<file path="src/rtl/cpv_pkg.sv">
// Shared constants, codes and types of the convex polygon validator.
`default_nettype none

package cpv_pkg;

   localparam int MAX_VERTICES_DEF = 1024;
   localparam int COORD_BITS_DEF   = 16;

   localparam int AREA_BITS     = 43;
   localparam int TURN_TOL_BITS = 32;
   localparam int AREA_TOL_BITS = 42;
   localparam int CSR_DATA_BITS = 42;
   localparam int CSR_INDEX_BITS = 1;

   localparam int STATUS_BITS = 3;
   localparam int TURN_BITS   = 2;

   // Corner lanes: the corner ending at the new vertex, then the two wrap-around corners.
   localparam int CORNER_LANES = 3;
   // Edge lanes: the edge into the new vertex, then the closing edge.
   localparam int EDGE_LANES   = 2;
   // Point slots: older recent, newer recent, new vertex, first, second.
   localparam int POINT_SLOTS  = 5;

   localparam logic [STATUS_BITS-1:0] STATUS_OK         = 3'd0;
   localparam logic [STATUS_BITS-1:0] STATUS_TOO_FEW    = 3'd1;
   localparam logic [STATUS_BITS-1:0] STATUS_ZERO_AREA  = 3'd2;
   localparam logic [STATUS_BITS-1:0] STATUS_COLLINEAR  = 3'd3;
   localparam logic [STATUS_BITS-1:0] STATUS_NOT_CONVEX = 3'd4;
   localparam logic [STATUS_BITS-1:0] STATUS_CLOCKWISE  = 3'd5;
   localparam logic [STATUS_BITS-1:0] STATUS_TOO_MANY   = 3'd6;

   // A flat corner and "no sign agreed yet" share the zero code.
   localparam logic [TURN_BITS-1:0] TURN_NONE  = 2'd0;
   localparam logic [TURN_BITS-1:0] TURN_LEFT  = 2'd1;
   localparam logic [TURN_BITS-1:0] TURN_RIGHT = 2'd2;

   localparam logic [CSR_INDEX_BITS-1:0] CSR_TURN_TOL = 1'd0;
   localparam logic [CSR_INDEX_BITS-1:0] CSR_AREA_TOL = 1'd1;

   typedef struct packed {
      logic                    valid;
      logic                    last;
      logic                    too_many;
      logic                    few;
      logic [CORNER_LANES-1:0] corner_en;
      logic [EDGE_LANES-1:0]   edge_en;
   } cpv_ctl_type;

endpackage

`default_nettype wire

</file>
<file path="src/rtl/cpv_front.sv">
// Vertex history, vertex counting and the input register of the validator pipeline.
`default_nettype none

module cpv_front #(
   parameter int MAX_VERTICES = cpv_pkg::MAX_VERTICES_DEF,
   parameter int COORD_BITS   = cpv_pkg::COORD_BITS_DEF
) (
   input  logic                         clock,
   input  logic                         reset,
   input  logic                         advance,
   input  logic                         req_valid,
   input  logic signed [COORD_BITS-1:0] req_vertex_x,
   input  logic signed [COORD_BITS-1:0] req_vertex_y,
   input  logic                         req_last_vertex,
   output logic signed [COORD_BITS-1:0] pt_x [cpv_pkg::POINT_SLOTS],
   output logic signed [COORD_BITS-1:0] pt_y [cpv_pkg::POINT_SLOTS],
   output cpv_pkg::cpv_ctl_type         ctl
);
   import cpv_pkg::*;

   localparam int CNT_W = $clog2(MAX_VERTICES + 2);
   localparam logic [CNT_W-1:0] CNT_MAX  = CNT_W'(MAX_VERTICES);
   localparam logic [CNT_W-1:0] CNT_OVER = CNT_W'(MAX_VERTICES + 1);

   logic                         accept;
   logic                         active;
   logic [CNT_W-1:0]             count_ff, count_in, count_next;
   logic signed [COORD_BITS-1:0] first_x_ff  [2];
   logic signed [COORD_BITS-1:0] first_y_ff  [2];
   logic signed [COORD_BITS-1:0] first_x_in  [2];
   logic signed [COORD_BITS-1:0] first_y_in  [2];
   logic signed [COORD_BITS-1:0] recent_x_ff [2];
   logic signed [COORD_BITS-1:0] recent_y_ff [2];
   logic signed [COORD_BITS-1:0] recent_x_in [2];
   logic signed [COORD_BITS-1:0] recent_y_in [2];
   logic signed [COORD_BITS-1:0] pt_x_ff [POINT_SLOTS];
   logic signed [COORD_BITS-1:0] pt_y_ff [POINT_SLOTS];
   logic signed [COORD_BITS-1:0] pt_x_in [POINT_SLOTS];
   logic signed [COORD_BITS-1:0] pt_y_in [POINT_SLOTS];
   cpv_ctl_type                  ctl_ff, ctl_in;

   assign accept = req_valid && advance;
   assign active = count_ff < CNT_MAX;
   assign count_next = active ? (count_ff + CNT_W'(1)) : CNT_OVER;

   always_comb begin
      first_x_in  = first_x_ff;
      first_y_in  = first_y_ff;
      recent_x_in = recent_x_ff;
      recent_y_in = recent_y_ff;
      count_in    = count_ff;
      if (accept) begin
         if (active) begin
            if (count_ff == CNT_W'(0)) begin
               first_x_in[0] = req_vertex_x;
               first_y_in[0] = req_vertex_y;
            end
            if (count_ff == CNT_W'(1)) begin
               first_x_in[1] = req_vertex_x;
               first_y_in[1] = req_vertex_y;
            end
            recent_x_in[0] = recent_x_ff[1];
            recent_y_in[0] = recent_y_ff[1];
            recent_x_in[1] = req_vertex_x;
            recent_y_in[1] = req_vertex_y;
         end
         count_in = req_last_vertex ? '0 : count_next;
      end
   end

   always_comb begin
      pt_x_in[0] = recent_x_ff[0];
      pt_y_in[0] = recent_y_ff[0];
      pt_x_in[1] = recent_x_ff[1];
      pt_y_in[1] = recent_y_ff[1];
      pt_x_in[2] = req_vertex_x;
      pt_y_in[2] = req_vertex_y;
      pt_x_in[3] = first_x_in[0];
      pt_y_in[3] = first_y_in[0];
      pt_x_in[4] = first_x_in[1];
      pt_y_in[4] = first_y_in[1];

      ctl_in.valid        = accept;
      ctl_in.last         = req_last_vertex;
      ctl_in.too_many     = count_next > CNT_MAX;
      ctl_in.few          = count_next < CNT_W'(3);
      ctl_in.corner_en[0] = active && (count_ff >= CNT_W'(2));
      ctl_in.corner_en[1] = req_last_vertex && !ctl_in.too_many && !ctl_in.few;
      ctl_in.corner_en[2] = ctl_in.corner_en[1];
      ctl_in.edge_en[0]   = active && (count_ff >= CNT_W'(1));
      ctl_in.edge_en[1]   = req_last_vertex && !ctl_in.too_many;
   end

   always_ff @(posedge clock) begin
      if (reset) begin
         count_ff <= '0;
         ctl_ff   <= '0;
      end else begin
         count_ff <= count_in;
         if (advance) begin
            ctl_ff <= ctl_in;
         end
      end
   end

   always_ff @(posedge clock) begin
      first_x_ff  <= first_x_in;
      first_y_ff  <= first_y_in;
      recent_x_ff <= recent_x_in;
      recent_y_ff <= recent_y_in;
      if (advance) begin
         pt_x_ff <= pt_x_in;
         pt_y_ff <= pt_y_in;
      end
   end

   assign pt_x = pt_x_ff;
   assign pt_y = pt_y_ff;
   assign ctl  = ctl_ff;

endmodule

`default_nettype wire

</file>
<file path="config.mk">
export PLATFORM = sky130hd
export DESIGN_NAME = cpv_front
export DESIGN_NICKNAME = d
export VERILOG_FILES = /design/src/rtl/cpv_pkg.sv /design/src/rtl/cpv_front.sv
export SDC_FILE = /design/constraint.sdc
export NUM_CORES = 1
export LEC_CHECK = 0
export BUFFER_PORTS_ARGS = -buffer_cell sky130_fd_sc_hd__buf_2
export CAP_MARGIN = 20
export CORE_ASPECT_RATIO = 0.8
export CORE_MARGIN = 2
export CORE_UTILIZATION = 45
export CTS_CLUSTER_SIZE = 40
export DETAILED_ROUTE_END_ITERATION = 10
export PLACE_DENSITY = 0.8
export SLEW_MARGIN = 20
export SYNTH_ARGS = -nofsm -noshare
export SYNTH_HDL_FRONTEND = slang
export SYNTH_SLANG_ARGS = --single-unit
</file>
<file path="constraint.sdc">
create_clock -name clock -period 4.05 [get_ports clock]
set_input_delay 0.81 -clock clock [delete_from_list [all_inputs] [get_ports clock]]
set_output_delay 0.81 -clock clock [all_outputs]
set_load 0.1 [all_outputs]
</file>
-- Yosys cells after proc, flatten, opt, wreduce, memory -nomap -nowiden
Cells that the tools add are included.
W data, S select, Z words.
- $add $sub $neg: 1
- order comparisons: 5
- eq/ne operators: 1
- muxes and demuxes: 10
- reductions and logical operators: 9
- operators with widths (cell ; count):
    $mux W32 ; 4
    $mux W16 ; 4
    $mux W11 ; 2
    $add A11 B1 Y11 const B ; 1
    $eq A11 B1 Y1 const B ; 1
    $ge A11 B1 Y1 const B ; 1
    $ge A11 B2 Y1 const B ; 1
    $gt A11 B11 Y1 const B ; 1
    $logic_not A11 Y1 ; 1
    $lt A11 B11 Y1 const B ; 1
    $lt A11 B2 Y1 const B ; 1
    $logic_and A1 B1 Y1 ; 5
    $logic_not A1 Y1 ; 2
    $reduce_and A2 Y1 ; 1
- register bits after elaboration: 307
- output and inout port bits: 169

-- Logic depth before layout (Yosys ltp)
- word-level depth: 6
- mapped depth: 8
- depth with buffers taken out: 7

-- Worst setup path before layout
OpenSTA, ideal clock, no wires.
- path kind: input port to flip-flop
- from: input port req_valid
- to: register recent_x_ff (netlist bit pt_x_in[48]), enable pin
- setup time: 0.486 ns
- arrival time: 3.817 ns
- required time: 3.564 ns
- slack: -0.253 ns
- cell stages on the path: 3
- cells stage by stage: nand2_1 -> clkbuf_1 -> nor2_1
- longest elaborated chain between the ends: 2
- RTL lines (element ; RTL line ; RTL):
    start, declared ; cpv_front.sv:11 ; input logic req_valid,
    $logic_and A1 B1 Y1 ; cpv_front.sv:42 ; assign accept = req_valid && advance;
    $reduce_and A2 Y1 (no line) ; -- ;
    end signal, assigned ; cpv_front.sv:109 ; recent_x_ff <= recent_x_in;
    end, declared ; cpv_front.sv:32 ; logic signed [COORD_BITS-1:0] recent_x_ff [2];
Every way passes these cells.
A chain may end at the register's enable or synchronous reset.

==> flow_metrics.py <==
metrics = {
    "finish": {
        "drive_above_1_share_pct": 44.6,
        "synthToLayoutAreaGrowth_pct": 24.2,
        "antennaDiodeCount": 0,
        "fill_cells": 1715,
        "regArea_sq_mm": 0.00839,
        "multiInputGateArea_sq_mm": 0.00162,
        "num-nets-final": 764,
    },
    "run_status": {
        "status": "finished clean",
    },
    "clock_network": {
        "clockBufferDepth": 3,
        "cts-hold-fix-buffers": 0,
        "htreeDepth": 1,
        "cts_root_buf": "clkbuf_16",
        "clk_pin_slew_ns": 0.07,
        "cts_resized": 0,
        "cts_buffers": 28,
        "cts_setup_buffers": 0,
        "clk_latency_ns": 0.55,
        "cts_tree": "built",
        "cts_sinks": 307,
    },
    "yosys": {
        "synth-seq-cells": 307,
        "synth-async-reset-ratio_pct": 0,
        "avgSynthCellArea_sq_um": 20.2,
        "synth_edf_count": 224,
        "ys_types": 45,
        "yosysSeqAreaShare_pct": 82.8,
        "syn_area_sq_mm": 0.0101,
        "netlist_instances": 501,
        "ys_warn_count": 0,
        "synthesis.nets": 541,
        "ys.flop_type": "edfxtp_1",
    },
    "floorplan": {
        "num_rows": 49,
        "die-area_sq_mm": 0.0237,
        "core_area_sq_mm": 0.0223,
        "start_util_pct": 45.4,
        "fp.dieH_um": 138,
        "ios": 206,
        "dieWidth_um": 172,
    },
    "drt": {
        "drc": 0,
        "wire_per_inst_um": 17.9,
        "drtAntennaViolNets": 0,
        "drt_first_pass_iters": 5,
        "vias": 5056,
        "avgViaCountPerCell": 4.81,
        "first_iter_violations": 398,
        "wl_mm": 18.9,
    },
    "timing": {
        "whs_ns": 0.408,
        "tightest_slew_ns": 0.979,
        "relSlewSlack_pct": 34.7,
        "drv_slew": 0,
        "setup_viol": 0,
        "finalSetupTns_ns": 0,
        "min_period_ns": 2.64,
        "rsz0062_at_grt": "no",
        "timing.final.crit_share_pct": 65.2,
        "hold_violations": 0,
        "fmax_mhz": 378,
        "finClkSkew_ns": 0.0260,
    },
    "global_routing": {
        "use_met1_pct": 21.8,
        "grtUsageTotal_pct": 15.6,
        "use_met2_pct": 23.9,
        "top_usage_layer": "met2",
        "grt_start_max_net_pins": 79,
        "antenna_found_initial": 0,
        "grt_pass1_vias": 4999,
        "met3_usage_pct": 4.78,
        "grt_overflow": 0,
        "grt_pass1_wl_mm": 28.7,
    },
    "placed_design": {
        "port_buffers": 205,
        "place_congestion": 0.720,
        "hpwl_mm": 11.8,
    },
    "job": {
        "maxCapViolCount": 0,
    },
    "setup_path": {
        "crit_type": "reg -> reg",
        "start_kind": "flop",
        "r2r_start": "count_ff[5]",
        "critPathCaptureType": "flop",
        "cp.required_ns": 4.33,
        "worstRegToRegCells": 7,
        "rr_endpoint": "pt_x[11]",
        "arrival_ns": 2.92,
        "crit_fanout": 21,
        "regToRegSetupSlack_ns": 1.41,
    },
    "worst_hold_path": {
        "min_path_cells": 0,
        "min-delay-start": "pt_x_in[79]",
        "hp-class": "reg -> reg",
        "worst_hold_path.endpoint": "pt_x[79]",
    },
    "power": {
        "powerDensity_mw_per_mm2": 677,
        "p_total_mw": 8.51,
        "p_leak_nw": 5.06,
        "peakVddDrop_v": 0.000440,
    },
}
## critical path, cell delays in order (launching register included)
cell,delay (ns)
dfxtp_1,0.39
or3_4,0.44
nor4_4,0.16
nand2_1,0.12
nor3_2,0.20
nand2_2,0.31
buf_4,0.39
mux2_4,0.36
## per-stage QoR
step	utilization (%)	area [sq um]	setup slack [ns]	std cells
6_report	56.4	12600	1.41	1052
5_1_grt	56.4	12600	1.31	1052
4_1_cts	56.4	12600	1.39	1052
3_5_place_dp	51.5	11500	1.00	1000
3_3_place_gp	51.5	11500	1.05	1000
2_1_floorplan	-	10100	0.819	501
## where the power goes
group	switching (mW)	internal [mW]	leakage, nW	total, mW
clock	1.16	1.84	0.520	3.01
combinational	1.33	0.308	1.67	1.64
sequential	0.105	3.76	2.87	3.87
total	2.60	5.91	5.06	8.51
## cells in the final DEF (no fill, tap or decap), types with 3 or more instances in the layout
cell / Yosys / final
buf_2: 5 / 204
o21ai_0: 11 / 11
clkbuf_16: 0 / 28
nand2b_1: 6 / 6
buf_4: 1 / 5
nand2_1: 8 / 8
ha_1: 3 / 3
inv_6: 0 / 3
and4_1: 3 / 3
a31oi_1: 3 / 3
bufinv_16: 0 / 8
clkinv_4: 0 / 3
nor2_1: 20 / 19
mux2_2: 4 / 4
a21oi_1: 18 / 18
clkinvlp_4: 0 / 3
dfxtp_1: 83 / 83
mux2_4: 60 / 60
edfxtp_1: 224 / 224
nand4_1: 3 / 3
nand3_1: 3 / 3
## Yosys cell counts (2+ instances only)
| cell | number | share of area, % |
|---|---|---|
| a21oi_1 | 18 | 0.89 |
| a31oi_1 | 3 | 0.19 |
| and3_1 | 2 | 0.12 |
| and4_1 | 3 | 0.26 |
| buf_2 | 5 | 0.25 |
| buf_6 | 6 | 0.67 |
| clkbuf_1 | 6 | 0.22 |
| dfxtp_1 | 83 | 16 |
| edfxtp_1 | 224 | 66 |
| ha_1 | 3 | 0.37 |
| inv_1 | 2 | 0.074 |
| mux2_2 | 4 | 0.44 |
| mux2_4 | 60 | 8.9 |
| nand2_1 | 8 | 0.30 |
| nand2_2 | 2 | 0.12 |
| nand2b_1 | 6 | 0.37 |
| nand3_1 | 3 | 0.15 |
| nand4_1 | 3 | 0.19 |
| nor2_1 | 20 | 0.74 |
| nor2b_1 | 2 | 0.12 |
| nor3_1 | 2 | 0.099 |
| o21ai_0 | 11 | 0.54 |
| or2_2 | 2 | 0.12 |
| xnor2_1 | 2 | 0.17 |
## cell type report
| class | count | share of cell area, % |
|---|---|---|
| multi-input combinational | 174 | 12.9 |
| inverter | 2 | 0.0597 |
| clock inverter | 20 | 2.82 |
| tap | 306 | 3.04 |
| timing repair buffer | 211 | 8.66 |
| sequential | 307 | 66.7 |
| clock buffer | 32 | 5.85 |
## state kept, by name, indices dropped and copies added, names as in the netlist
| signal | count |
|---|---|
| first_x_ff | 32 |
| pt_x | 80 |
| ctl | 8 |
| count_ff | 11 |
| pt_y_in | 32 |
| first_y_ff | 32 |
| pt_x_in | 32 |
| pt_y | 80 |
## metal layers
metal	up-vias	wire (um)	part of all wire, %
met5	-	0	0
met4	0	474	2.5
met3	33	1580	8.4
met2	214	8460	45
met1	2462	8360	44
li1	2347	-	-
## kinds of logic after synthesis
kind of cell	synth area share (%)
compound gates	2.52
xor+xnor	0.173
fa+ha+maj	0.371
mux	9.44
buf+inv	1.28
simple gates	3.42
flops	82.8
## worst max-delay path by stage
| stage | start | cells after the start | to |
|---|---|---|---|
| final | count_ff[5] | 7 | pt_x[11] |
| after global routing | count_ff[5] | 7 | pt_x[7] |
| after CTS | count_ff[5] | 7 | pt_x[28] |
| after detailed placement | advance | 6 | pt_x[31] |
| after global placement | advance | 6 | pt_x[31] |
| after floorplan | req_valid | 3 | pt_x_in[48] |
No activity file was read; power rests on OpenSTA's default activity.
