**config.mk**
```make
export PLATFORM = sky130hd
export DESIGN_NAME = cpv_track
export DESIGN_NICKNAME = d
export VERILOG_FILES = /design/src/rtl/cpv_pkg.sv /design/src/rtl/cpv_track.sv
export SDC_FILE = /design/constraint.sdc
export NUM_CORES = 1
export LEC_CHECK = 0
export BUFFER_PORTS_ARGS = -buffer_cell sky130_fd_sc_hd__buf_2
export CAP_MARGIN = 20
export CORE_AREA = 5 5 214 216
export DETAILED_ROUTE_END_ITERATION = 10
export DIE_AREA = 0 0 219 221
export GPL_TIMING_DRIVEN = 0
export SYNTH_ARGS = -nofsm -noshare
export SYNTH_HDL_FRONTEND = slang
export SYNTH_SLANG_ARGS = --single-unit
```
**constraint.sdc**
```tcl
create_clock -name clock -period 4.63 [get_ports clock]
set_input_delay 0.2315 -clock clock [delete_from_list [all_inputs] [get_ports clock]]
set_output_delay 0.2315 -clock clock [all_outputs]
set_load 0.1 [all_outputs]
```
**src/rtl/cpv_pkg.sv**
```systemverilog
// Shared constants, codes and types of the convex polygon validator.
`default_nettype none

package cpv_pkg;

   localparam int MAX_VERTICES_DEF = 1024;
   localparam int COORD_BITS_DEF   = 16;

   localparam int AREA_BITS     = 43;
   localparam int TURN_TOL_BITS = 32;
   localparam int AREA_TOL_BITS = 42;
   localparam int CSR_DATA_BITS = 42;
   localparam int CSR_INDEX_BITS = 1;

   localparam int STATUS_BITS = 3;
   localparam int TURN_BITS   = 2;

   // Corner lanes: the corner ending at the new vertex, then the two wrap-around corners.
   localparam int CORNER_LANES = 3;
   // Edge lanes: the edge into the new vertex, then the closing edge.
   localparam int EDGE_LANES   = 2;
   // Point slots: older recent, newer recent, new vertex, first, second.
   localparam int POINT_SLOTS  = 5;

   localparam logic [STATUS_BITS-1:0] STATUS_OK         = 3'd0;
   localparam logic [STATUS_BITS-1:0] STATUS_TOO_FEW    = 3'd1;
   localparam logic [STATUS_BITS-1:0] STATUS_ZERO_AREA  = 3'd2;
   localparam logic [STATUS_BITS-1:0] STATUS_COLLINEAR  = 3'd3;
   localparam logic [STATUS_BITS-1:0] STATUS_NOT_CONVEX = 3'd4;
   localparam logic [STATUS_BITS-1:0] STATUS_CLOCKWISE  = 3'd5;
   localparam logic [STATUS_BITS-1:0] STATUS_TOO_MANY   = 3'd6;

   // A flat corner and "no sign agreed yet" share the zero code.
   localparam logic [TURN_BITS-1:0] TURN_NONE  = 2'd0;
   localparam logic [TURN_BITS-1:0] TURN_LEFT  = 2'd1;
   localparam logic [TURN_BITS-1:0] TURN_RIGHT = 2'd2;

   localparam logic [CSR_INDEX_BITS-1:0] CSR_TURN_TOL = 1'd0;
   localparam logic [CSR_INDEX_BITS-1:0] CSR_AREA_TOL = 1'd1;

   typedef struct packed {
      logic                    valid;
      logic                    last;
      logic                    too_many;
      logic                    few;
      logic [CORNER_LANES-1:0] corner_en;
      logic [EDGE_LANES-1:0]   edge_en;
   } cpv_ctl_type;

endpackage

`default_nettype wire

```
**src/rtl/cpv_track.sv**
```systemverilog
// Turn-sign agreement, area accumulation and the status result register.
`default_nettype none

module cpv_track #(
   parameter int COORD_BITS = cpv_pkg::COORD_BITS_DEF
) (
   input  logic                                    clock,
   input  logic                                    reset,
   input  logic                                    advance,
   input  logic [cpv_pkg::AREA_TOL_BITS-1:0]       area_tol,
   input  logic signed [cpv_pkg::AREA_BITS-1:0]    area_tol_neg,
   input  logic [cpv_pkg::TURN_BITS-1:0]           turn [cpv_pkg::CORNER_LANES],
   input  logic signed [2*COORD_BITS+1:0]          edge_sum,
   input  cpv_pkg::cpv_ctl_type                    ctl,
   output logic                                    rsp_valid,
   output logic [cpv_pkg::STATUS_BITS-1:0]         rsp_status,
   output logic signed [cpv_pkg::AREA_BITS-1:0]    rsp_double_area
);
   import cpv_pkg::*;

   localparam int ESUM_W = 2 * COORD_BITS + 2;
   localparam int EXT_W  = (ESUM_W > AREA_BITS) ? ESUM_W : AREA_BITS;

   logic [TURN_BITS-1:0]        agreed_ff, agreed_in;
   logic [STATUS_BITS-1:0]      fault_ff, fault_in;
   logic signed [AREA_BITS-1:0] area_ff, area_in;
   logic signed [EXT_W-1:0]     esum_ext;

   logic                        fin_valid_ff;
   logic                        fin_too_many_ff;
   logic                        fin_few_ff;
   logic [TURN_BITS-1:0]        fin_agreed_ff;
   logic [STATUS_BITS-1:0]      fin_fault_ff;
   logic signed [AREA_BITS-1:0] fin_area_ff;

   logic                        area_small;
   logic [STATUS_BITS-1:0]      status_in;
   logic signed [AREA_BITS-1:0] out_area_in;

   logic                        rsp_valid_ff;
   logic [STATUS_BITS-1:0]      rsp_status_ff;
   logic signed [AREA_BITS-1:0] rsp_area_ff;

   // Corners fold in order; once a fault is latched later corners are ignored.
   always_comb begin
      agreed_in = agreed_ff;
      fault_in  = fault_ff;
      for (int k = 0; k < CORNER_LANES; k++) begin
         if (ctl.corner_en[k] && (fault_in == STATUS_OK)) begin
            if (turn[k] == TURN_NONE) begin
               fault_in = STATUS_COLLINEAR;
            end else if (agreed_in == TURN_NONE) begin
               agreed_in = turn[k];
            end else if (agreed_in != turn[k]) begin
               fault_in = STATUS_NOT_CONVEX;
            end
         end
      end
      esum_ext = EXT_W'(edge_sum);
      area_in  = area_ff + esum_ext[AREA_BITS-1:0];
   end

   always_ff @(posedge clock) begin
      if (reset) begin
         agreed_ff    <= TURN_NONE;
         fault_ff     <= STATUS_OK;
         area_ff      <= '0;
         fin_valid_ff <= 1'b0;
      end else if (advance) begin
         fin_valid_ff <= ctl.valid && ctl.last;
         if (ctl.valid) begin
            if (ctl.last) begin
               agreed_ff <= TURN_NONE;
               fault_ff  <= STATUS_OK;
               area_ff   <= '0;
            end else begin
               agreed_ff <= agreed_in;
               fault_ff  <= fault_in;
               area_ff   <= area_in;
            end
         end
      end
   end

   always_ff @(posedge clock) begin
      if (advance) begin
         fin_too_many_ff <= ctl.too_many;
         fin_few_ff      <= ctl.few;
         fin_agreed_ff   <= agreed_in;
         fin_fault_ff    <= fault_in;
         fin_area_ff     <= area_in;
      end
   end

   // |area| < tolerance, tested on the sign without forming the magnitude.
   assign area_small = fin_area_ff[AREA_BITS-1] ? (fin_area_ff > area_tol_neg)
                                                : (fin_area_ff[AREA_BITS-2:0] < area_tol);

   always_comb begin
      out_area_in = fin_area_ff;
      if (fin_too_many_ff) begin
         status_in   = STATUS_TOO_MANY;
         out_area_in = '0;
      end else if (fin_few_ff) begin
         status_in = STATUS_TOO_FEW;
      end else if (area_small) begin
         status_in = STATUS_ZERO_AREA;
      end else if (fin_fault_ff != STATUS_OK) begin
         status_in = fin_fault_ff;
      end else if (fin_agreed_ff != TURN_LEFT) begin
         status_in = STATUS_CLOCKWISE;
      end else begin
         status_in = STATUS_OK;
      end
   end

   always_ff @(posedge clock) begin
      if (reset) begin
         rsp_valid_ff <= 1'b0;
      end else if (advance) begin
         rsp_valid_ff <= fin_valid_ff;
      end
   end

   always_ff @(posedge clock) begin
      if (advance) begin
         rsp_status_ff <= status_in;
         rsp_area_ff   <= out_area_in;
      end
   end

   assign rsp_valid       = rsp_valid_ff;
   assign rsp_status      = rsp_status_ff;
   assign rsp_double_area = rsp_area_ff;

endmodule

`default_nettype wire

```
# Word-level counts from Yosys, hierarchy flattened
# Index checks and enable logic that the tools add are counted.
dict set report word_totals {
  word_cells 63
  register_bits 146
}
dict set report op_classes {
  magnitude_cmp 2
  n_eq_ne 4
  muxes 29
  n_reduce_logical 15
  add_sub_neg 1
}
# op count
set op_table {}
lappend op_table {{$mux 3} 17}
lappend op_table {{$add 43x43->43} 1}
lappend op_table {{$gt 43x43->1} 1}
lappend op_table {{$mux 43} 1}
lappend op_table {{$lt 42x42->1} 1}
lappend op_table {{$mux 2} 10}
lappend op_table {{$logic_not 2->1} 6}
lappend op_table {{$logic_not 3->1} 3}
lappend op_table {{$ne 2x2->1} 3}
lappend op_table {{$logic_and 1x1->1} 4}
lappend op_table {{$reduce_bool 3->1} 1}
lappend op_table {{$ne 2x1->1 const B} 1}
lappend op_table {{$reduce_and 2->1} 1}
lappend op_table {{$mux 1} 1}

# Logic depth before layout (Yosys ltp)
dict set report depth {
  word_depth 14
  ltp_mapped 11
  mapped_depth_nobuf 11
}

# Worst setup path before layout
# Ideal clock, no wire load.
dict set report synth_path {
  path_kind {register to register}
  from {register fin_area_ff[26]}
  to {register rsp_status_ff[1] (netlist: rsp_status[1]) (data pin)}
  path_stages_with_launch 9
  synth_period_minus_slack_ns 2.740
  setup_slack_ns 1.890
  arrival_ns 2.481
  required_ns 4.371
  cell_sequence {edfxtp_1 > ha_1 > nand4_1 > or3_1 > or3_1 > o41ai_1 > nor2_1 > and3_1 > o31a_1}
}
dict set report synth_via {
  elab_chain_cells 4
  elab_cells_between_ends 5
}
# item line_no
set synth_lines {}
lappend synth_lines {{from (decl)} cpv_track.sv:34} ;# logic signed [AREA_BITS-1:0] fin_area_ff;
lappend synth_lines {{from (signal assigned)} cpv_track.sv:91} ;# fin_area_ff <= area_in;
lappend synth_lines {{$gt 43x43->1 or $lt 42x42->1 (tied branches)} {cpv_track.sv:96, cpv_track.sv:97}}
lappend synth_lines {{$mux 1 *} cpv_track.sv:96} ;# assign area_small = fin_area_ff[AREA_BITS-1] ? (fin_area_ff > area_tol_neg)
lappend synth_lines {{$mux 3 *} cpv_track.sv:106} ;# end else if (area_small) begin
lappend synth_lines {{$mux 3 *} cpv_track.sv:104} ;# end else if (fin_few_ff) begin
lappend synth_lines {{to (signal assigned)} cpv_track.sv:127} ;# rsp_status_ff <= status_in;
lappend synth_lines {{to (decl)} cpv_track.sv:41} ;# logic [STATUS_BITS-1:0] rsp_status_ff;
# Every way passes the cells marked *; elsewhere a longest branch is shown, timed or not.
# A chain may end at the register's enable or synchronous reset.

# Worst setup path in the final report
dict set report layout_path {
  from {register fin_area_ff[42]}
  to {register rsp_status_ff[1] (netlist: rsp_status[1]) (data pin)}
}
dict set report layout_via {
  elab_chain_cells 4
}
# item line_no
set layout_lines {}
lappend layout_lines {{$gt 43x43->1} cpv_track.sv:96}
lappend layout_lines {{$mux 1 *} cpv_track.sv:96}
lappend layout_lines {{$mux 3 *} cpv_track.sv:106}
lappend layout_lines {{$mux 3 *} cpv_track.sv:104}
# Marked as above.

==> results by group <==
Place
  – Setup WS pre-CTS: 685 ps
  – Placed Instance Area: 11600 um2
  – Number of port buffers: 180
  – DP HPWL: 25.2 mm
  – Final RePlAce weighted congestion: 0.932

Timing
  – Final period utilization: 0.839
  – Pins Over Slew Limit: 0
  – Slew HR: 0.296
  – Final WS setup: 747 ps
  – Period minus WS final: 3880 ps
  – Setup TNS: 0 ps
  – Final Hold Fails: 0
  – Max Clock Skew: 8.83 ps
  – Max frequency: 258 MHz
  – # setup viols final: 0
  – RSZ-0062 raised after global routing: no
  – Slew @ Worst Pin: 1040 ps

Detailed routing
  – Routed len/inst: 16.6 um
  – Number of vias per cell: 4.53
  – 1st-iter DRT viols: 470
  – Initial DRT Pass Iterations: 5
  – Antenna viol nets, final: 0
  – DRC: 0
  – Via count: 8333
  – Routed WL: 30.6 mm

Power
  – Sw power: 1.31 mW
  – Clock power share: 0.346
  – Sequential Power Share: 0.402
  – Tot Pwr: 3.93 mW
  – Combinational share of power: 0.252
  – Static Leak: 5.66 nW
  – Internal power: 2.63 mW
  – Maximum vdd ir drop: 0.000265 V
  – Power Density: 323 nW/um2
  – Switching Share: 0.333

Global route
  – GRT Util Overall: 0.125
  – Grt ovf: 0
  – Vias in the first global route: 8494
  – Initial antenna violation count: 2
  – Largest net degree at the start of global routing: 73
  – First-pass GRT wire length: 46.7 mm

Floorplan
  – Die area: 48400 um2
  – Rows: 77
  – Core area: 43700 um2
  – Die W: 219 um
  – IO Pins: 184
  – Initial Util: 0.226
  – Die height: 221 um

Worst setup path
  – Worst r2r path cells: 9
  – WS Path Type: flop to flop
  – Delay-heaviest family, CP: simple AND/OR/NAND/NOR gates
  – Reg2reg setup slack: 750 ps
  – WP data arrival: 4070 ps
  – Worst reg2reg path startpoint: fin_area_ff[42]
  – Worst path depth: 9
  – Crit-path max FO: 4
  – Critical Path End: rsp_status[1]
  – Slowest cell on crit path: o41ai_1
  – Nature of the critical path endpoint: flop
  – CP Buf/Inv Count: 0
  – Worst path cell trace: ha_1, nand4_1, nor2_1, nand4_1, or3_1, o41ai_1, nor2_1, and3_1, o31a_1
  – CP Launch Type: flop
  – Critical path's largest stage delay: 960 ps
  – Crit. Startpoint: fin_area_ff[42]
  – Worst Path Required: 4820 ps
  – Reg2reg end: rsp_status[1]

CTS
  – Cts repair resizes: 0
  – Reg clk slew, reported paths: 70 ps
  – Clock net sink count: 146
  – Clk_lat worst skew: 440 ps
  – H-tree depth: 4
  – CTS Buf Count: 17
  – CTS tree: built
  – Bufs on Longest Clock Path: 2
  – Clk root buf: clkbuf_16

Synthesis
  – Seq/Total Area, Yosys: 0.392
  – Largest area contributor in the netlist: edfxtp_1
  – Post-Synthesis Mean Instance Area: 9.58 um2
  – Count of cell types in the netlist: 70
  – Post-synth EDFFs: 96
  – Synth top area share: 0.291
  – Synth top area cells: edfxtp_1 (29%), ha_1 (16%), dfxtp_1 (10%)
  – Seq cells post-synth: 146
  – Synth Cell Area: 9900 um2
  – Synth cell count leaders: ha_1 (126), inv_1 (109), edfxtp_1 (96)
  – Synth Warn #: 0
  – Top FF cell, synth: edfxtp_1
  – Asr flop ratio synth: 0
  – Cell count after synthesis: 1033
  – Synthesized Nets: 1297
  – Most frequent cell after synthesis: ha_1

Finish
  – Layout cells sized above 1: 0.184
  – Final nets: 1499
  – Area grow syn2layout: 22.9%
  – Design Area, Final: 12200 um2
  – Fillers: 4667
  – Register Area: 3880 um2
  – Footprint of the multi-input gates: 5480 um2

Job
  – MaxCap Viol Count: 0

Run status
  – Status: finished, final reports clean

Worst hold path
  – Hold Path Class: input pin to flop
==> power groups by stage <==
stage / registers, mW / clock network [mW] / logic (mW)
3_3_place_gp: 1.61 / 0 / 0.974
5_1_grt: 1.59 / 1.45 / 1.09
2_1_floorplan: 1.80 / 0 / 0.483
6_report: 1.58 / 1.36 / 0.991
3_5_place_dp: 1.61 / 0 / 0.995
4_1_cts: 1.58 / 1.41 / 1.00
==> area by class of cell <==
class,count,area share
diodes,1,0.000206
plain buffers,31,0.0107
clock buffers,18,0.0353
clock inverters,14,0.0115
inverters,109,0.0336
multi-input cells,747,0.450
flip-flops and latches,146,0.319
well taps,592,0.0609
repair buffers,183,0.0782
==> worst min path at each step <==
stage | endpoint | cells after the start | startpoint | slack [ps]
2_1_floorplan | fin_few_ff | 0 | ctl[5] | 330
3_3_place_gp | fin_too_many_ff | 1 | ctl[6] | 420
5_1_grt | fin_agreed_ff[0] | 2 | turn[0] | 190
4_1_cts | fin_agreed_ff[0] | 2 | turn[0] | 170
6_report | fin_agreed_ff[0] | 2 | turn[0] | 190
3_5_place_dp | fin_too_many_ff | 1 | ctl[6] | 410
==> kinds of logic after synthesis <==
group	Yosys count	synth area share
mux	2	0.00202
flops	146	0.392
compound gates	302	0.213
fa+ha+maj	127	0.161
buf+inv	140	0.0545
simple gates	280	0.146
xor+xnor	36	0.0318
==> through the flow <==
| step | hold slack [ps] | cells | util |
|---|---|---|---|
| after floorplan | 330 | 1033 | - |
| after global placement | 419 | 1805 | 0.264 |
| after detailed placement | 411 | 1806 | 0.265 |
| after CTS | 166 | 1840 | 0.278 |
| after global routing | 187 | 1840 | 0.278 |
| final | 191 | 1841 | 0.278 |
==> registers in the layout, indices dropped and copies added, names as in the netlist <==
| signal | flops |
|---|---|
| fault_ff | 3 |
| fin_agreed_ff | 2 |
| fin_few_ff | 1 |
| fin_fault_ff | 3 |
| fin_too_many_ff | 1 |
| rsp_status | 3 |
| rsp_double_area | 43 |
| fin_area_ff | 43 |
| agreed_ff | 2 |
| area_ff | 43 |
| rsp_valid | 1 |
| fin_valid_ff | 1 |
==> timing repair <==
| action | CTS | global route |
|---|---|---|
| hold buffers | 2 | 0 |
| setup buffers | 0 | 0 |
| endpoints found under the hold margin | 2 | 0 |
==> per-layer routing <==
metal / up-vias / track usage / wire [um] / part of all wire
li1: 4194 / - / - / -
met1: 3895 / 0.162 / 14000 / 0.46
met2: 201 / 0.205 / 14300 / 0.47
met3: 41 / 0.0242 / 1380 / 0.045
met4: 2 / 0.0511 / 920 / 0.030
met5: - / 0 / 13 / 0.00042
==> cell usage in the layout (no fill, tap or decap), types with 5 or more instances in the layout <==
| cell type | synthesis | final |
|---|---|---|
| nand4_1 | 24 | 24 |
| inv_1 | 109 | 109 |
| nand2_1 | 51 | 51 |
| a211oi_1 | 5 | 5 |
| buf_2 | 2 | 181 |
| o21bai_1 | 10 | 10 |
| and3_1 | 5 | 5 |
| ha_1 | 126 | 126 |
| a31oi_1 | 10 | 10 |
| clkbuf_16 | 0 | 17 |
| a22o_1 | 17 | 17 |
| or3_1 | 10 | 10 |
| o31ai_1 | 9 | 9 |
| nand3_1 | 16 | 16 |
| a22oi_1 | 18 | 18 |
| a21oi_1 | 79 | 79 |
| nor2b_1 | 50 | 50 |
| nor2_1 | 72 | 72 |
| xor2_1 | 12 | 12 |
| nor3_1 | 15 | 15 |
| clkbuf_1 | 26 | 27 |
| o21a_1 | 18 | 18 |
| and2_1 | 6 | 6 |
| edfxtp_1 | 96 | 96 |
| o21ai_0 | 34 | 34 |
| xnor2_1 | 24 | 24 |
| a21o_1 | 53 | 53 |
| dfxtp_1 | 50 | 50 |
| nand2b_1 | 10 | 10 |
No activity file was read; power rests on OpenSTA's default activity.
